File: src/rtl/core/rc_pwm_pulse_capture_normalizer_defines.svh
// Assertion macros shared by the capture normalizer RTL
`ifndef RC_PWM_PULSE_CAPTURE_NORMALIZER_DEFINES_SVH
`define RC_PWM_PULSE_CAPTURE_NORMALIZER_DEFINES_SVH

// Same-cycle implication, checked outside reset
`define RCPCN_ASSERT_NOW(lbl, ante, cons, msg) \
    lbl: assert property (@(posedge i_clk) disable iff (!i_rst_n) (ante) |-> (cons)) \
        else $error(msg);

// Next-cycle implication, checked outside reset
`define RCPCN_ASSERT_NEXT(lbl, ante, cons, msg) \
    lbl: assert property (@(posedge i_clk) disable iff (!i_rst_n) (ante) |=> (cons)) \
        else $error(msg);

`endif

File: src/rtl/core/rcpcn_pkg.sv
// Shared types and constants of the RC PWM capture normalizer
`timescale 1ns / 1ps
`default_nettype none
package rcpcn_pkg;

    localparam int RCPCN_NUM_CHANNELS = 6;
    localparam int RCPCN_CH_W         = 3;
    localparam int RCPCN_TIME_W       = 16;
    localparam int RCPCN_CFG_ADDR_W   = 2;
    localparam int RCPCN_DIV_STEPS    = 16;
    localparam int RCPCN_DIV_CNT_W    = 5;

    localparam logic [15:0] RCPCN_FULL_SCALE = 16'hFFFF;
    localparam logic [15:0] RCPCN_MID_SCALE  = 16'h8000;

    localparam logic [15:0] RCPCN_CAL_MIN_RST    = 16'd1000;
    localparam logic [15:0] RCPCN_CAL_MAX_RST    = 16'd2000;
    localparam logic [15:0] RCPCN_ACCEPT_MIN_RST = 16'd800;
    localparam logic [15:0] RCPCN_ACCEPT_MAX_RST = 16'd2200;

    // Configuration register indexes
    typedef enum logic [RCPCN_CFG_ADDR_W-1:0] {
        CFG_CAL_MIN    = 2'd0,
        CFG_CAL_MAX    = 2'd1,
        CFG_ACCEPT_MIN = 2'd2,
        CFG_ACCEPT_MAX = 2'd3
    } t_cfg_addr;

    // Sequencer states
    typedef enum logic [2:0] {
        S_IDLE,
        S_EVAL,
        S_SCALE,
        S_DIV,
        S_PUSH
    } t_state;

    // Divider status toward the sequencer
    typedef struct packed {
        logic busy;
        logic done;
    } t_div_stat;

endpackage
`default_nettype wire

File: src/rtl/core/rcpcn_div.sv
// Iterative restoring divider, one quotient bit per cycle
`timescale 1ns / 1ps
`default_nettype none
module rcpcn_div
    import rcpcn_pkg::*;
(
    input  wire logic        i_clk,
    input  wire logic        i_rst_n,
    input  wire logic        i_start,
    input  wire logic [31:0] i_dividend,   // quotient must fit in 16 bits
    input  wire logic [15:0] i_divisor,
    output t_div_stat        o_stat,
    output logic      [15:0] o_quot
);

    logic [15:0]                r_rem, n_rem;
    logic [15:0]                r_quo, n_quo;
    logic [15:0]                r_div;
    logic [RCPCN_DIV_CNT_W-1:0] r_cnt;
    logic                       r_busy;
    logic                       r_done;

    logic [16:0] rem_sh;
    logic [16:0] rem_sub;
    logic        ge;

    // One shift-compare-subtract step
    always_comb begin
        rem_sh  = {r_rem, r_quo[15]};
        rem_sub = rem_sh - {1'b0, r_div};
        ge      = (rem_sh >= {1'b0, r_div});
        n_rem   = ge ? rem_sub[15:0] : rem_sh[15:0];
        n_quo   = {r_quo[14:0], ge};
    end

    // Control: load on start, count down the steps
    always_ff @(posedge i_clk) begin
        if (!i_rst_n) begin
            r_busy <= 1'b0;
            r_done <= 1'b0;
            r_cnt  <= '0;
        end else begin
            r_done <= 1'b0;
            if (i_start && !r_busy) begin
                r_busy <= 1'b1;
                r_cnt  <= RCPCN_DIV_CNT_W'(RCPCN_DIV_STEPS);
            end else if (r_busy) begin
                r_cnt <= r_cnt - 1'b1;
                if (r_cnt == RCPCN_DIV_CNT_W'(1)) begin
                    r_busy <= 1'b0;
                    r_done <= 1'b1;
                end
            end
        end
    end

    // Datapath: upper half seeds the remainder, lower half shifts through
    always_ff @(posedge i_clk) begin
        if (i_start && !r_busy) begin
            r_rem <= i_dividend[31:16];
            r_quo <= i_dividend[15:0];
            r_div <= i_divisor;
        end else if (r_busy) begin
            r_rem <= n_rem;
            r_quo <= n_quo;
        end
    end

    assign o_stat.busy = r_busy;
    assign o_stat.done = r_done;
    assign o_quot      = r_quo;

endmodule
`default_nettype wire

File: src/rtl/core/rc_pwm_pulse_capture_normalizer.sv
// Top level: RC PWM capture decoder with per-channel state and scaling
//
// Each input word is one timer capture (channel, 16-bit timestamp). Channels toggle between
// rising and falling edges; a rise updates the period, a fall measures the width and stores it
// if it lies within the acceptance limits. Every event on a valid channel yields one output word
// with the stored width, the period and the width scaled to 0..65535 and -32768..32767 against
// the calibration limits. Captures on channels at or above NUM_CHANNELS are taken and dropped.
// An event passes from acceptance through the evaluate and scale states to push, with the
// shared 16-step restoring divider run in between unless the width is clamped or the limits
// are equal; the next word is taken once the sequencer is back in idle. The output register
// lets a finished word wait while the next capture is taken; push waits while it stays full.
// Configuration must be written only while idle; the block itself does not enforce it.
`timescale 1ns / 1ps
`default_nettype none
`include "rc_pwm_pulse_capture_normalizer_defines.svh"
module rc_pwm_pulse_capture_normalizer
    import rcpcn_pkg::*;
#(
    parameter int NUM_CHANNELS = RCPCN_NUM_CHANNELS
) (
    input  wire logic                        i_clk,
    input  wire logic                        i_rst_n,
    // capture input
    input  wire logic                        s_axis_tvalid,
    output logic                             s_axis_tready,
    input  wire logic [23:0]                 s_axis_tdata,  // channel[2:0], capture_time[18:3]
    // result output
    output logic                             m_axis_tvalid,
    input  wire logic                        m_axis_tready,
    output logic [71:0]                      m_axis_tdata,  // channel_out[2:0],
                                                            // pulse_ticks[18:3],
                                                            // period_ticks[34:19],
                                                            // pulse_accepted[35],
                                                            // level_unsigned[51:36],
                                                            // level_signed[67:52]
    output logic [0:0]                       m_axis_tuser,  // was_rising[0]
    // configuration
    input  wire logic                        i_cfg_we,
    input  wire logic [RCPCN_CFG_ADDR_W-1:0] i_cfg_addr,
    input  wire logic [15:0]                 i_cfg_wdata
);

    localparam int CH_IDX_W = (NUM_CHANNELS > 1) ? $clog2(NUM_CHANNELS) : 1;

    // Configuration registers
    logic [15:0] r_cal_min, r_cal_max, r_acc_min, r_acc_max;

    // Per-channel state
    logic              r_phase  [NUM_CHANNELS];
    logic [15:0]       r_rise   [NUM_CHANNELS];
    logic [15:0]       r_pwidth [NUM_CHANNELS];
    logic [15:0]       r_period [NUM_CHANNELS];

    // Work registers
    t_state                r_state, n_state;
    logic [RCPCN_CH_W-1:0] r_ch;
    logic [15:0]           r_time;
    logic                  r_rising;
    logic                  r_accept;
    logic [15:0]           r_pulse;
    logic [15:0]           r_per;
    logic [15:0]           r_lvl;

    // Output register
    logic                  r_out_valid;
    logic [RCPCN_CH_W-1:0] r_out_ch;
    logic                  r_out_rising;
    logic                  r_out_accept;
    logic [15:0]           r_out_pulse;
    logic [15:0]           r_out_per;
    logic [15:0]           r_out_lvl;

    // Shared divider
    t_div_stat   div_stat;
    logic        div_start;
    logic [15:0] div_quot;
    logic [15:0] scale_off;
    logic [15:0] scale_span;
    logic [31:0] scale_num;

    // Decode and helpers
    logic [RCPCN_CH_W-1:0] in_ch;
    logic [15:0]           in_time;
    logic                  in_take;
    logic                  in_ch_ok;
    logic [CH_IDX_W-1:0]   idx;
    logic [15:0]           diff;
    logic                  diff_ok;
    logic                  lvl_lo;
    logic                  lvl_hi;
    logic                  lvl_eq;
    logic                  out_free;

    assign in_ch    = s_axis_tdata[2:0];
    assign in_time  = s_axis_tdata[18:3];
    assign in_take  = s_axis_tvalid && s_axis_tready;
    assign in_ch_ok = (5'(in_ch) < 5'(NUM_CHANNELS));
    assign idx      = CH_IDX_W'(r_ch);
    assign diff     = r_time - r_rise[idx];
    assign diff_ok  = (diff >= r_acc_min) && (diff <= r_acc_max);
    assign lvl_lo   = (r_pulse < r_cal_min);
    assign lvl_hi   = (r_pulse > r_cal_max);
    assign lvl_eq   = (r_cal_max == r_cal_min);
    assign out_free = !r_out_valid || m_axis_tready;

    // Scaling operands: (w - min) * 65535 / (max - min)
    assign scale_off  = r_pulse - r_cal_min;
    assign scale_span = r_cal_max - r_cal_min;
    assign scale_num  = {scale_off, 16'h0000} - {16'h0000, scale_off};

    rcpcn_div u_div (
        .i_clk      (i_clk),
        .i_rst_n    (i_rst_n),
        .i_start    (div_start),
        .i_dividend (scale_num),
        .i_divisor  (scale_span),
        .o_stat     (div_stat),
        .o_quot     (div_quot)
    );

    // Next state
    always_comb begin
        n_state = r_state;
        unique case (r_state)
            S_IDLE:  if (in_take && in_ch_ok) n_state = S_EVAL;
            S_EVAL:  n_state = S_SCALE;
            S_SCALE: n_state = (lvl_lo || lvl_hi || lvl_eq) ? S_PUSH : S_DIV;
            S_DIV:   if (div_stat.done) n_state = S_PUSH;
            S_PUSH:  if (out_free) n_state = S_IDLE;
            default: n_state = S_IDLE;
        endcase
    end

    // Sequencer outputs
    always_comb begin
        s_axis_tready = 1'b0;
        div_start     = 1'b0;
        unique case (r_state)
            S_IDLE:  s_axis_tready = 1'b1;
            S_SCALE: div_start = !(lvl_lo || lvl_hi || lvl_eq);
            S_EVAL, S_DIV, S_PUSH: ;
            default: ;
        endcase
    end

    // State register
    always_ff @(posedge i_clk) begin
        if (!i_rst_n) begin
            r_state <= S_IDLE;
        end else begin
            r_state <= r_state == n_state ? r_state : n_state;
        end
    end

    // Configuration writes
    always_ff @(posedge i_clk) begin
        if (!i_rst_n) begin
            r_cal_min <= RCPCN_CAL_MIN_RST;
            r_cal_max <= RCPCN_CAL_MAX_RST;
            r_acc_min <= RCPCN_ACCEPT_MIN_RST;
            r_acc_max <= RCPCN_ACCEPT_MAX_RST;
        end else if (i_cfg_we) begin
            unique case (t_cfg_addr'(i_cfg_addr))
                CFG_CAL_MIN:    r_cal_min <= i_cfg_wdata;
                CFG_CAL_MAX:    r_cal_max <= i_cfg_wdata;
                CFG_ACCEPT_MIN: r_acc_min <= i_cfg_wdata;
                CFG_ACCEPT_MAX: r_acc_max <= i_cfg_wdata;
                default: ;
            endcase
        end
    end

    // Channel state update on the evaluate step
    always_ff @(posedge i_clk) begin
        if (!i_rst_n) begin
            for (int i = 0; i < NUM_CHANNELS; i++) begin
                r_phase[i]  <= 1'b0;
                r_rise[i]   <= '0;
                r_pwidth[i] <= '0;
                r_period[i] <= '0;
            end
        end else if (r_state == S_EVAL) begin
            if (!r_phase[idx]) begin
                r_period[idx] <= diff;
                r_rise[idx]   <= r_time;
                r_phase[idx]  <= 1'b1;
            end else begin
                r_phase[idx] <= 1'b0;
                if (diff_ok) begin
                    r_pwidth[idx] <= diff;
                end
            end
        end
    end

    // Work registers: capture, evaluate, scale
    always_ff @(posedge i_clk) begin
        if (in_take) begin
            r_ch   <= in_ch;
            r_time <= in_time;
        end
        if (r_state == S_EVAL) begin
            r_rising <= !r_phase[idx];
            r_accept <= r_phase[idx] && diff_ok;
            r_pulse  <= (r_phase[idx] && diff_ok) ? diff : r_pwidth[idx];
            r_per    <= r_phase[idx] ? r_period[idx] : diff;
        end
        if (r_state == S_SCALE) begin
            priority if (lvl_lo) r_lvl <= '0;
            else if (lvl_hi)     r_lvl <= RCPCN_FULL_SCALE;
            else if (lvl_eq)     r_lvl <= RCPCN_MID_SCALE;
            else                 r_lvl <= r_lvl;
        end
        if (div_stat.done) begin
            r_lvl <= div_quot;
        end
    end

    // Output register: drop on take, load on push
    always_ff @(posedge i_clk) begin
        if (!i_rst_n) begin
            r_out_valid <= 1'b0;
        end else if (r_state == S_PUSH && out_free) begin
            r_out_valid <= 1'b1;
        end else if (m_axis_tready) begin
            r_out_valid <= 1'b0;
        end
    end

    always_ff @(posedge i_clk) begin
        if (r_state == S_PUSH && out_free) begin
            r_out_ch     <= r_ch;
            r_out_rising <= r_rising;
            r_out_accept <= r_accept;
            r_out_pulse  <= r_pulse;
            r_out_per    <= r_per;
            r_out_lvl    <= r_lvl;
        end
    end

    assign m_axis_tvalid = r_out_valid;
    assign m_axis_tuser  = r_out_rising;
    assign m_axis_tdata  = {4'b0000,
                            r_out_lvl ^ RCPCN_MID_SCALE,
                            r_out_lvl,
                            r_out_accept,
                            r_out_per,
                            r_out_pulse,
                            r_out_ch};

    // Checks on sequencer and divider cooperation
    `RCPCN_ASSERT_NOW(a_ready_div_idle, s_axis_tready, !div_stat.busy,
        "input ready while divider busy")
    `RCPCN_ASSERT_NOW(a_done_in_div, div_stat.done, r_state == S_DIV,
        "divider done outside division state")
    `RCPCN_ASSERT_NEXT(a_take_to_eval, in_take && in_ch_ok, r_state == S_EVAL,
        "valid capture did not start evaluation")
    `RCPCN_ASSERT_NOW(a_clamp_low, r_state == S_PUSH && lvl_lo, r_lvl == '0,
        "width below calibration minimum not clamped to zero")

endmodule
`default_nettype wire

File: config.mk
export PLATFORM = sky130hd
export DESIGN_NAME = rc_pwm_pulse_capture_normalizer
export DESIGN_NICKNAME = d
export VERILOG_FILES = /design/src/rtl/core/rcpcn_pkg.sv /design/src/rtl/core/rcpcn_div.sv /design/src/rtl/core/rc_pwm_pulse_capture_normalizer.sv
export VERILOG_INCLUDE_DIRS = /design/src /design/src/rtl/core
export SDC_FILE = /design/constraint.sdc
export NUM_CORES = 1
export LEC_CHECK = 0
export BUFFER_PORTS_ARGS = -buffer_cell sky130_fd_sc_hd__buf_4
export CORE_MARGIN = 2
export CORE_UTILIZATION = 35
export CTS_CLUSTER_SIZE = 8
export DETAILED_ROUTE_END_ITERATION = 12
export PLACE_DENSITY = 0.49
export SYNTH_ARGS = -nofsm -noshare
export SYNTH_HDL_FRONTEND = slang
export SYNTH_SLANG_ARGS = --single-unit
export TNS_END_PERCENT = 5
File: constraint.sdc
create_clock -name i_clk -period 22.3 [get_ports i_clk]
set_clock_uncertainty 0.15 [all_clocks]
set_input_delay 3.345 -clock i_clk [delete_from_list [all_inputs] [get_ports i_clk]]
set_output_delay 3.345 -clock i_clk [all_outputs]
set_load 0.05 [all_outputs]
==> impl.org, run 1 <==
** Finish
- Number of nets in the layout :: 2,664
- The number of antenna diodes in the final layout is 0.
- Area grow syn2layout :: 15.9%
- The finished cells cover approximately 35,000 um^2.
- For this run, the share of the core covered by cells in the final layout is between 40% and 50%.
- Cells with a size suffix above 1 make up 16.0% of the layout.

** Yosys
- Most frequently used cell type in the post-synthesis netlist :: sky130_fd_sc_hd__edfxtp_1
- Synthesis produced a netlist whose cell count is roughly 2,400.
- Ranked by total cell area, the synthesized netlist is headed by sky130_fd_sc_hd__edfxtp_1 (55%), sky130_fd_sc_hd__mux4_2 (7.3%), sky130_fd_sc_hd__dfxtp_1 (5.5%).
- A synthesized cell averages 12.7 um^2.
- Synth Flop Type :: sky130_fd_sc_hd__edfxtp_1
- Number of enable-type register cells in the synthesized netlist :: 557
- For this run, the number of Yosys warnings is 0.
- After synthesis, the share of flip-flops with an asynchronous set or reset is 0%.
- The number of different library cells used by synthesis comes to 81.
- Area share of the leading cell type in the synthesized netlist :: between 50% and 60%
- Ranked by instance count, the synthesized netlist is headed by sky130_fd_sc_hd__edfxtp_1 (557), sky130_fd_sc_hd__nand2_1 (258), sky130_fd_sc_hd__nor2_1 (211).
- The synthesized design spends more area on one cell type than any other, namely sky130_fd_sc_hd__edfxtp_1.
- Post-synthesis sequential element count :: 640
- Sequential element share of the synthesized area :: between 60% and 70%
- Area of the mapped netlist :: about 30,000 um^2

** Worst setup path
- Critical Path Most Common Cell :: sky130_fd_sc_hd__buf_4
- The largest single stage delay on the critical path is between 0.8 and 0.9 ns.
- Maximum fanout encountered on the critical timing path :: 40
- Worst reg-to-reg path cell count :: 21
- Data arrives at the worst endpoint at between 9 and 10 ns.
- Buffers plus inverters on the worst setup path :: 4
- Kind of start point of the critical path :: register
- Cell family with the largest share of critical-path delay :: compound AO/OA/AOI/OAI gates
- Cell at the slowest stage of the critical path :: sky130_fd_sc_hd__dfxtp_4
- Critical Path RT :: between 20 and 25 ns
- The worst setup path is of the register to register kind.
- The critical path goes through buf_4 > mux4_2 > mux2i_1 > ha_1 > a21oi_1 > nor3b_1 > a21o_1 > a31oi_1 > a211o_1 > a21oi_1 > xnor2_1 > inv_1 > ha_1 > nand4_1 > or4_1 > a31oi_1 > o211a_1 > buf_4 > nand3_1 > o21ai_1 > buf_4.
- The worst register-to-register path ends at r_pwidth[2][4].
- The worst setup path is captured at a register.
- FF-to-FF setup slack :: about 13 ns

** Worst hold path
- For hold timing, the worst endpoint is r_out_per[0].
- In this run the most critical hold path is launched from r_per[0].
- The worst hold path passes through 0 cells.
- Class of the tightest hold or removal check :: register to register

** Clocking
- TritonCTS clock tree :: done
- The clock passes through at most 3 buffers.
- Buffers inserted during clock tree synthesis total 90.
- Clock root buffer :: sky130_fd_sc_hd__clkbuf_16
- Number of hold buffers added after cts :: 0
- Clock edge transition at the registers on the reported setup and hold paths :: 0.05 ns
- The clock net in this run drives a total of 640 sinks.
- In this run the number of H-tree levels came out at 3.
- Later-pin clock latency in the skew report :: 0.66 ns
- Gates resized, CTS repair :: 0
- Setup Fix Bufs, Post-CTS :: 0

** Floorplanning
- about 120 I/O pins were placed.
- Horiz. Die Dim :: about 300 um
- Rows :: around 110
- Core area :: between 80,000 and 90,000 um^2
- The die covers just under 90,000 um^2.
- The initial utilization of the core area, before any placement, comes to between 30% and 40%.
- Vertical extent of the die :: approximately 300 um

** Placement
- Count of input and output buffers :: 112
- The placed instances occupy a cell area of 32,400 um^2.
- RePlAce Congestion :: 0.860
- Post-DP HPWL :: 55,800 um

** Global routing
- Entering global routing, the biggest net connects 55 pins.
- The number of antenna violations at the first check in global routing was 6.
- Vias in the first global route :: 20,003
- First-pass GRT wire length :: roughly 130,000 um
- Summed over all layers, the global routing overflow is 0.
- All-Layer GR Usage :: 19.1%

** Timing
- Unrepaired setup endpoints after global routing :: false
- The worst path uses around 40% of the clock period.
- The max-slew violation count came to 0.
- Final Setup Violations :: 0
- Least-Margin Pin Slew :: roughly 1.3 ns
- The smallest clock period supported by the final layout is computed as 8.88 ns.
- Maximum clock frequency :: 113 MHz
- Hold violation total from the final report :: 0
- Final hold analysis gives a worst-case slack of roughly 0.26 ns.
- Total Neg Setup Slack :: 0 ns
- In this run the tightest slew margin relative to its limit is about 14%.

** Routing
- After detailed routing, the average wire length per cell comes to between 20 and 25 um.
- Number of iterations in the first detailed-routing pass :: 5
- After detailed routing, the number of remaining DRC violations is 0.
- Via density per instance :: ~5.2
- Via total after detailed routing :: 19,301
- DRC marker count from the first detailed-route iteration :: ~1,500
- The final layout contains routed wiring with a total length of approximately 84,000 um.
- The count of nets left with antenna violations once routing finished came out at 0.

** Pwr
- Cell Pwr Density :: 92.6 nW/um^2
- In this run the static leakage power is 12.9 nW.
- Worst ir drop on vdd :: 0.0546 mV

** Status
- The flow ran to the end, and the final reports show no timing, DRC or antenna violations.

** Run
- The tool flagged a number of max-cap violations equal to 0.
per-layer routing:
| layer | track usage (%) | vias to the layer above | routed length, um |
|---|---|---|---|
| met3 | 2.57 | 131 | 4100 |
| met2 | 33.4 | 522 | 42400 |
| met5 | 0 | - | 12 |
| li1 | - | 8966 | - |
| met1 | 24.4 | 9680 | 35500 |
| met4 | 6.57 | 2 | 2380 |
per-stage QoR:
stage | cells | power (mW) | setup slack (ns)
after floorplan | 2375 | 1.76 | 14.21
after global placement | 3551 | 1.99 | 13.38
after detailed placement | 3551 | 2.00 | 13.33
after CTS | 3697 | 3.28 | 13.32
after global routing | 3697 | 3.38 | 12.66
final | 3697 | 3.24 | 13.42
worst reg2reg max path, cell delays in order (launching register included):
cell	delay [ns]
sky130_fd_sc_hd__dfxtp_4	0.81
sky130_fd_sc_hd__buf_4	0.71
sky130_fd_sc_hd__mux4_2	0.63
sky130_fd_sc_hd__mux2i_1	0.27
sky130_fd_sc_hd__ha_1	0.32
sky130_fd_sc_hd__a21oi_1	0.19
sky130_fd_sc_hd__nor3b_1	0.28
sky130_fd_sc_hd__a21o_1	0.20
sky130_fd_sc_hd__a31oi_1	0.15
sky130_fd_sc_hd__a211o_1	0.30
sky130_fd_sc_hd__a21oi_1	0.40
sky130_fd_sc_hd__xnor2_1	0.34
sky130_fd_sc_hd__inv_1	0.34
sky130_fd_sc_hd__ha_1	0.39
sky130_fd_sc_hd__nand4_1	0.13
sky130_fd_sc_hd__or4_1	0.55
sky130_fd_sc_hd__a31oi_1	0.17
sky130_fd_sc_hd__o211a_1	0.17
sky130_fd_sc_hd__buf_4	0.40
sky130_fd_sc_hd__nand3_1	0.49
sky130_fd_sc_hd__o21ai_1	0.81
sky130_fd_sc_hd__buf_4	0.36
cell type report:
cell class	instances	area, um^2
Timing Repair Buffer	159	1190
Inverter	143	537
Clock inverter	7	125
Fill cell	8115	50400
Tap cell	1144	1430
Multi-Input combinational cell	1465	10800
Sequential cell	640	18400
Clock buffer	139	2480
worst max-delay path by stage:
stage / start / to / depth (start not counted) / slack [ns]
4_1_cts: register / r_pwidth[2][4] / 21 / 13.32
3_3_place_gp: register / r_pwidth[2][4] / 21 / 13.38
6_report: register / r_pwidth[2][4] / 21 / 13.42
3_5_place_dp: register / r_pwidth[2][6] / 21 / 13.33
2_1_floorplan: register / r_pwidth[0][0] / 23 / 14.21
5_1_grt: register / r_pwidth[2][10] / 21 / 12.66
placed cells by master (no fill, tap or decap), drive strengths merged, types with 15 or more instances in the layout:
cell type	Yosys	layout
and3	26	26
xnor2	42	42
nor2	211	211
edfxtp	557	557
clkbuf	88	139
dfxtp	83	83
and2	84	84
o31ai	19	19
inv	143	144
buf	39	159
mux2i	40	40
o21a	15	15
a21o	22	22
o21ai	54	54
mux4	98	98
a211oi	29	29
o211ai	31	31
a21oi	129	129
nand2	258	258
nor3	56	56
nand4	18	18
ha	114	114
nand3	38	38
nor2b	34	34
xor2	17	17
sequential cells by signal, indices dropped and copies added (netlist names), 5 cells and up, named ones only:
signal	flops
r_cal_max	16
r_out_lvl	16
r_pulse	16
r_acc_max	16
u_div.o_quot	16
r_acc_min	16
r_phase	8
r_out_pulse	16
u_div.r_div	16
r_period	128
r_out_per	16
r_cal_min	16
r_pwidth	128
u_div.r_rem	16
u_div.r_cnt	5
r_per	16
r_rise	128
r_time	16
r_lvl	16
report_power, final:
group          internal, mW  total (mW)  switching, mW
Clock                 0.758        1.27          0.516
Sequential             1.36        1.39         0.0347
Combinational         0.201       0.573          0.372
Total                  2.32        3.24          0.923
logic make-up after synthesis:
logic type	after synthesis	share of synthesized area (%)
adders and majority gates	118	4.99
muxes	142	8.78
and+or+nand+nor	789	12.4
xor gates and xnor gates	59	1.76
DFF	640	60.9
AOI/OAI and AO/OA	353	7.57
other	1	0.0124
buffers and inverters	270	3.63
No activity file was read; power rests on OpenSTA's default activity.
==> run 2, diff against run 1 <==
--- a/config.mk
+++ b/config.mk
@@ -11,7 +11,7 @@
 export CORE_UTILIZATION = 35
 export CTS_CLUSTER_SIZE = 8
 export DETAILED_ROUTE_END_ITERATION = 12
-export PLACE_DENSITY = 0.49
+export PLACE_DENSITY = 0.51
 export SYNTH_ARGS = -nofsm -noshare
 export SYNTH_HDL_FRONTEND = slang
 export SYNTH_SLANG_ARGS = --single-unit
==> constraint.sdc (replaced) <==
create_clock -name i_clk -period 7.2 [get_ports i_clk]
set_clock_uncertainty 0.15 [all_clocks]
set_input_delay 1.08 -clock i_clk [delete_from_list [all_inputs] [get_ports i_clk]]
set_output_delay 1.08 -clock i_clk [all_outputs]
set_load 0.05 [all_outputs]
==> impl.org, run 2 (same netlist as run 1, synthesis figures left out) <==
** Status
- The run finished with clean final reports.

** Global routing
- Entering global routing, the biggest net connects 55 pins.
- The total overflow left after global routing is 0.
- Global routing met1 resource utilization :: about a quarter
- The number of antenna violations at the first check in global routing came to 2.
- The via count of the first global-routing pass was ~20,000.
- The global routing stage identified its most utilized layer as met2.
- Met3 global-route usage :: under 10%
- Global routing used around a fifth of the available tracks across all layers.
- GRT met2 Usage :: about a third
- The first global-routing pass estimated 125,000 um of wire.

** Routing
- Number of iterations in the first detailed-routing pass :: 5
- Via total after detailed routing :: roughly 20,000
- Using the TritonRoute via totals, the vias-per-cell ratio works out to approximately 5.3.
- Detailed-route DRC error count :: 0
- After detailed routing, the average wire length per cell comes to about 22 um.
- Drt total wl :: between 80,000 and 90,000 um
- DRC marker count from the first detailed-route iteration :: around 1,400
- The count of nets left with antenna violations once routing finished came out at 0.

** Clocking
- Clock tree synthesis selected as its root buffer the cell sky130_fd_sc_hd__clkbuf_16.
- At the later pin of the worst-skew pair, clock insertion delay measures 0.66 ns.
- Total clock buffers created by CTS :: 90
- Sinks on the clock net :: 640
- TritonCTS clock tree :: done
- Clock edge transition at the registers on the reported setup and hold paths :: roughly 0.05 ns
- Setup Fix Bufs, Post-CTS :: 0
- After clock tree synthesis, the repair step resized 0 gates.
- H-tree lvl count :: 3
- Clk buf depth :: 3
- Number of hold buffers added after cts :: 0

** Floorplanning
- Horiz. Die Dim :: about 300 um
- around 120 I/O pins were placed.
- Vertical extent of the die :: just under 300 um
- Core area :: 85,400 um^2
- Die Area :: 88,700 um^2
- Rows :: ~110
- The initial utilization of the core area, before any placement, comes to between 30% and 40%.

** Timing
- Maximum clock frequency :: about 150 MHz
- Hold violation total from the final report :: 0
- Setup total negative slack on the finished layout was measured at 0 ns.
- Across all hold checks on the routed design, the worst slack comes to between 0.2 and 0.3 ns.
- Max Transition Viols Final :: 0
- Setup repair after global routing left no endpoint under its margin.
- Final critical delay including setup and external delays :: between 6 and 7 ns
- Final setup slack of the worst path :: about 0.4 ns
- Ratio of final minimum period to clock period :: 94.5%
- Worst relative slew slack :: a little over an eighth
- Setup violations remaining at the end of the flow were counted as 0.
- Least-Margin Pin Slew :: ~1.3 ns

** Pwr
- PnR Total Power :: about 10 mW
- The clock network burns between 30 and 40% of the power.
- Worst ir drop on vdd :: 0.184 mV
- Power spread over the standard cell area amounts to ~290 nW/um^2.
- Leakage power summed over all cells :: around 13 nW
- Fraction of power spent switching nets :: between 20% and 30%
- Cell-internal power :: just over 7 mW
- Summed over all nets, the switching power comes to 2.87 mW.
- Combinational cells account for a little under a fifth of the total power.
- Sequential group share of total power :: 42.9%

** Finish
- Commonest non-fill, non-tap cell in the layout :: sky130_fd_sc_hd__edfxtp_1
- Final Cell Area :: 35,200 um^2
- Commonest non-fill, non-tap cells in the layout :: sky130_fd_sc_hd__edfxtp_1 (557), sky130_fd_sc_hd__nand2_1 (258), sky130_fd_sc_hd__nor2_1 (207), sky130_fd_sc_hd__buf_4 (180), sky130_fd_sc_hd__inv_1 (138)
- The repair_antennas step left the layout with diodes totalling 0.
- Number of non-filler instances in the completed layout :: around 3,700
- Registers with the most flip-flops :: r_period: 128 flops, r_pwidth: 128 flops, r_rise: 128 flops
- Area grow syn2layout :: 16.6%
- Filler cells :: between 8,000 and 9,000
- Fraction of the core area covered by cells at the end of the flow :: roughly 41%
- Fraction of layout instances using a drive strength above 1 :: 16.9%
- Number of nets in the layout :: approximately 2,700

** Worst setup path
- CP Capture Type :: register
- Critical Setup Path Class :: register to register
- Arrival time at the worst endpoint :: 6.96 ns
- Kind of start point of the critical path :: register
- R2r endpoint :: r_pwidth[0][4]
- Of all nets on the critical path, the largest fanout is 14.
- Worst reg-to-reg path cell count :: 22
- Critical Path RT :: 7.35 ns
- FF-to-FF setup slack :: slightly below 0.4 ns

** Placement
- RePlAce Congestion :: about 0.83
- Before CTS, the worst setup slack after placement is between 0.4 and 0.5 ns.
- In this run, placement finished with an instance count of ~3,600.
- Post-DP HPWL :: 55,400 um
- In this run the cell area measured after placement is around 33,000 um^2.
- Count of input and output buffers :: between 100 and 150

** Run
- Number of maximum-capacitance constraint violations :: 0

** Worst hold path
- The worst hold path passes through 0 cells.
- The worst hold path belongs to the class register to register.
- End point of the most critical hold path :: r_out_lvl[12]
- The worst hold path begins at r_lvl[12].
run 2: cell types whose count changed in the layout (fill, tap and decap cells not counted), sizes merged:
cell	change
clkinvlp	+1
clkinv	-1
clkbuf	-6
buf	+25
inv	+1
run 2: critical path, stage by stage, from the launching register on:
cell	delay (ns)
sky130_fd_sc_hd__dfxtp_4	0.55
sky130_fd_sc_hd__buf_12	0.22
sky130_fd_sc_hd__mux4_2	0.52
sky130_fd_sc_hd__mux2i_1	0.20
sky130_fd_sc_hd__ha_1	0.31
sky130_fd_sc_hd__nand3_1	0.12
sky130_fd_sc_hd__a21boi_1	0.10
sky130_fd_sc_hd__a311o_1	0.39
sky130_fd_sc_hd__o311a_1	0.33
sky130_fd_sc_hd__o31a_1	0.30
sky130_fd_sc_hd__o21ai_1	0.12
sky130_fd_sc_hd__nand2b_1	0.10
sky130_fd_sc_hd__xnor2_2	0.41
sky130_fd_sc_hd__inv_1	0.13
sky130_fd_sc_hd__ha_1	0.33
sky130_fd_sc_hd__nand4_1	0.11
sky130_fd_sc_hd__or4_1	0.54
sky130_fd_sc_hd__a31oi_1	0.16
sky130_fd_sc_hd__o211a_1	0.25
sky130_fd_sc_hd__nand3_1	0.33
sky130_fd_sc_hd__buf_4	0.33
sky130_fd_sc_hd__o21ai_2	0.15
sky130_fd_sc_hd__buf_4	0.26
run 2: metal layers:
metal	vias up	routed length, um
met5	-	0
met4	0	1920
met3	104	4380
met2	548	40400
met1	9874	36500
li1	9016	-
run 2: worst max path at each step:
stage              from              end  slack, ns  depth (start not counted)
6_report       register   r_pwidth[0][4]       0.39                         22
5_1_grt        register   r_pwidth[0][4]       0.09                         22
4_1_cts        register   r_pwidth[0][4]       0.36                         22
3_5_place_dp   register  r_pwidth[0][11]       0.43                         22
3_3_place_gp   register  r_pwidth[0][11]       0.50                         22
2_1_floorplan  register   r_pwidth[4][0]      -0.12                         25
run 2: cell type report:
| class | count | area [um^2] | area share, % |
|---|---|---|---|
| Clock buffer | 133 | 2420 | 6.88 |
| Clock inverter | 8 | 159 | 0.451 |
| Inverter | 143 | 537 | 1.52 |
| Multi-Input combinational cell | 1465 | 10900 | 30.8 |
| Sequential cell | 640 | 18400 | 52.2 |
| Tap cell | 1144 | 1430 | 4.06 |
| Timing Repair Buffer | 184 | 1430 | 4.06 |
run 2: power groups by stage:
stage | combinational (mW) | sequential, mW | clock (mW)
4_1_cts | 1.85 | 4.30 | 3.99
3_5_place_dp | 1.84 | 4.38 | 0
2_1_floorplan | 1.13 | 4.33 | 0
5_1_grt | 1.99 | 4.31 | 4.15
3_3_place_gp | 1.82 | 4.37 | 0
6_report | 1.83 | 4.30 | 3.91
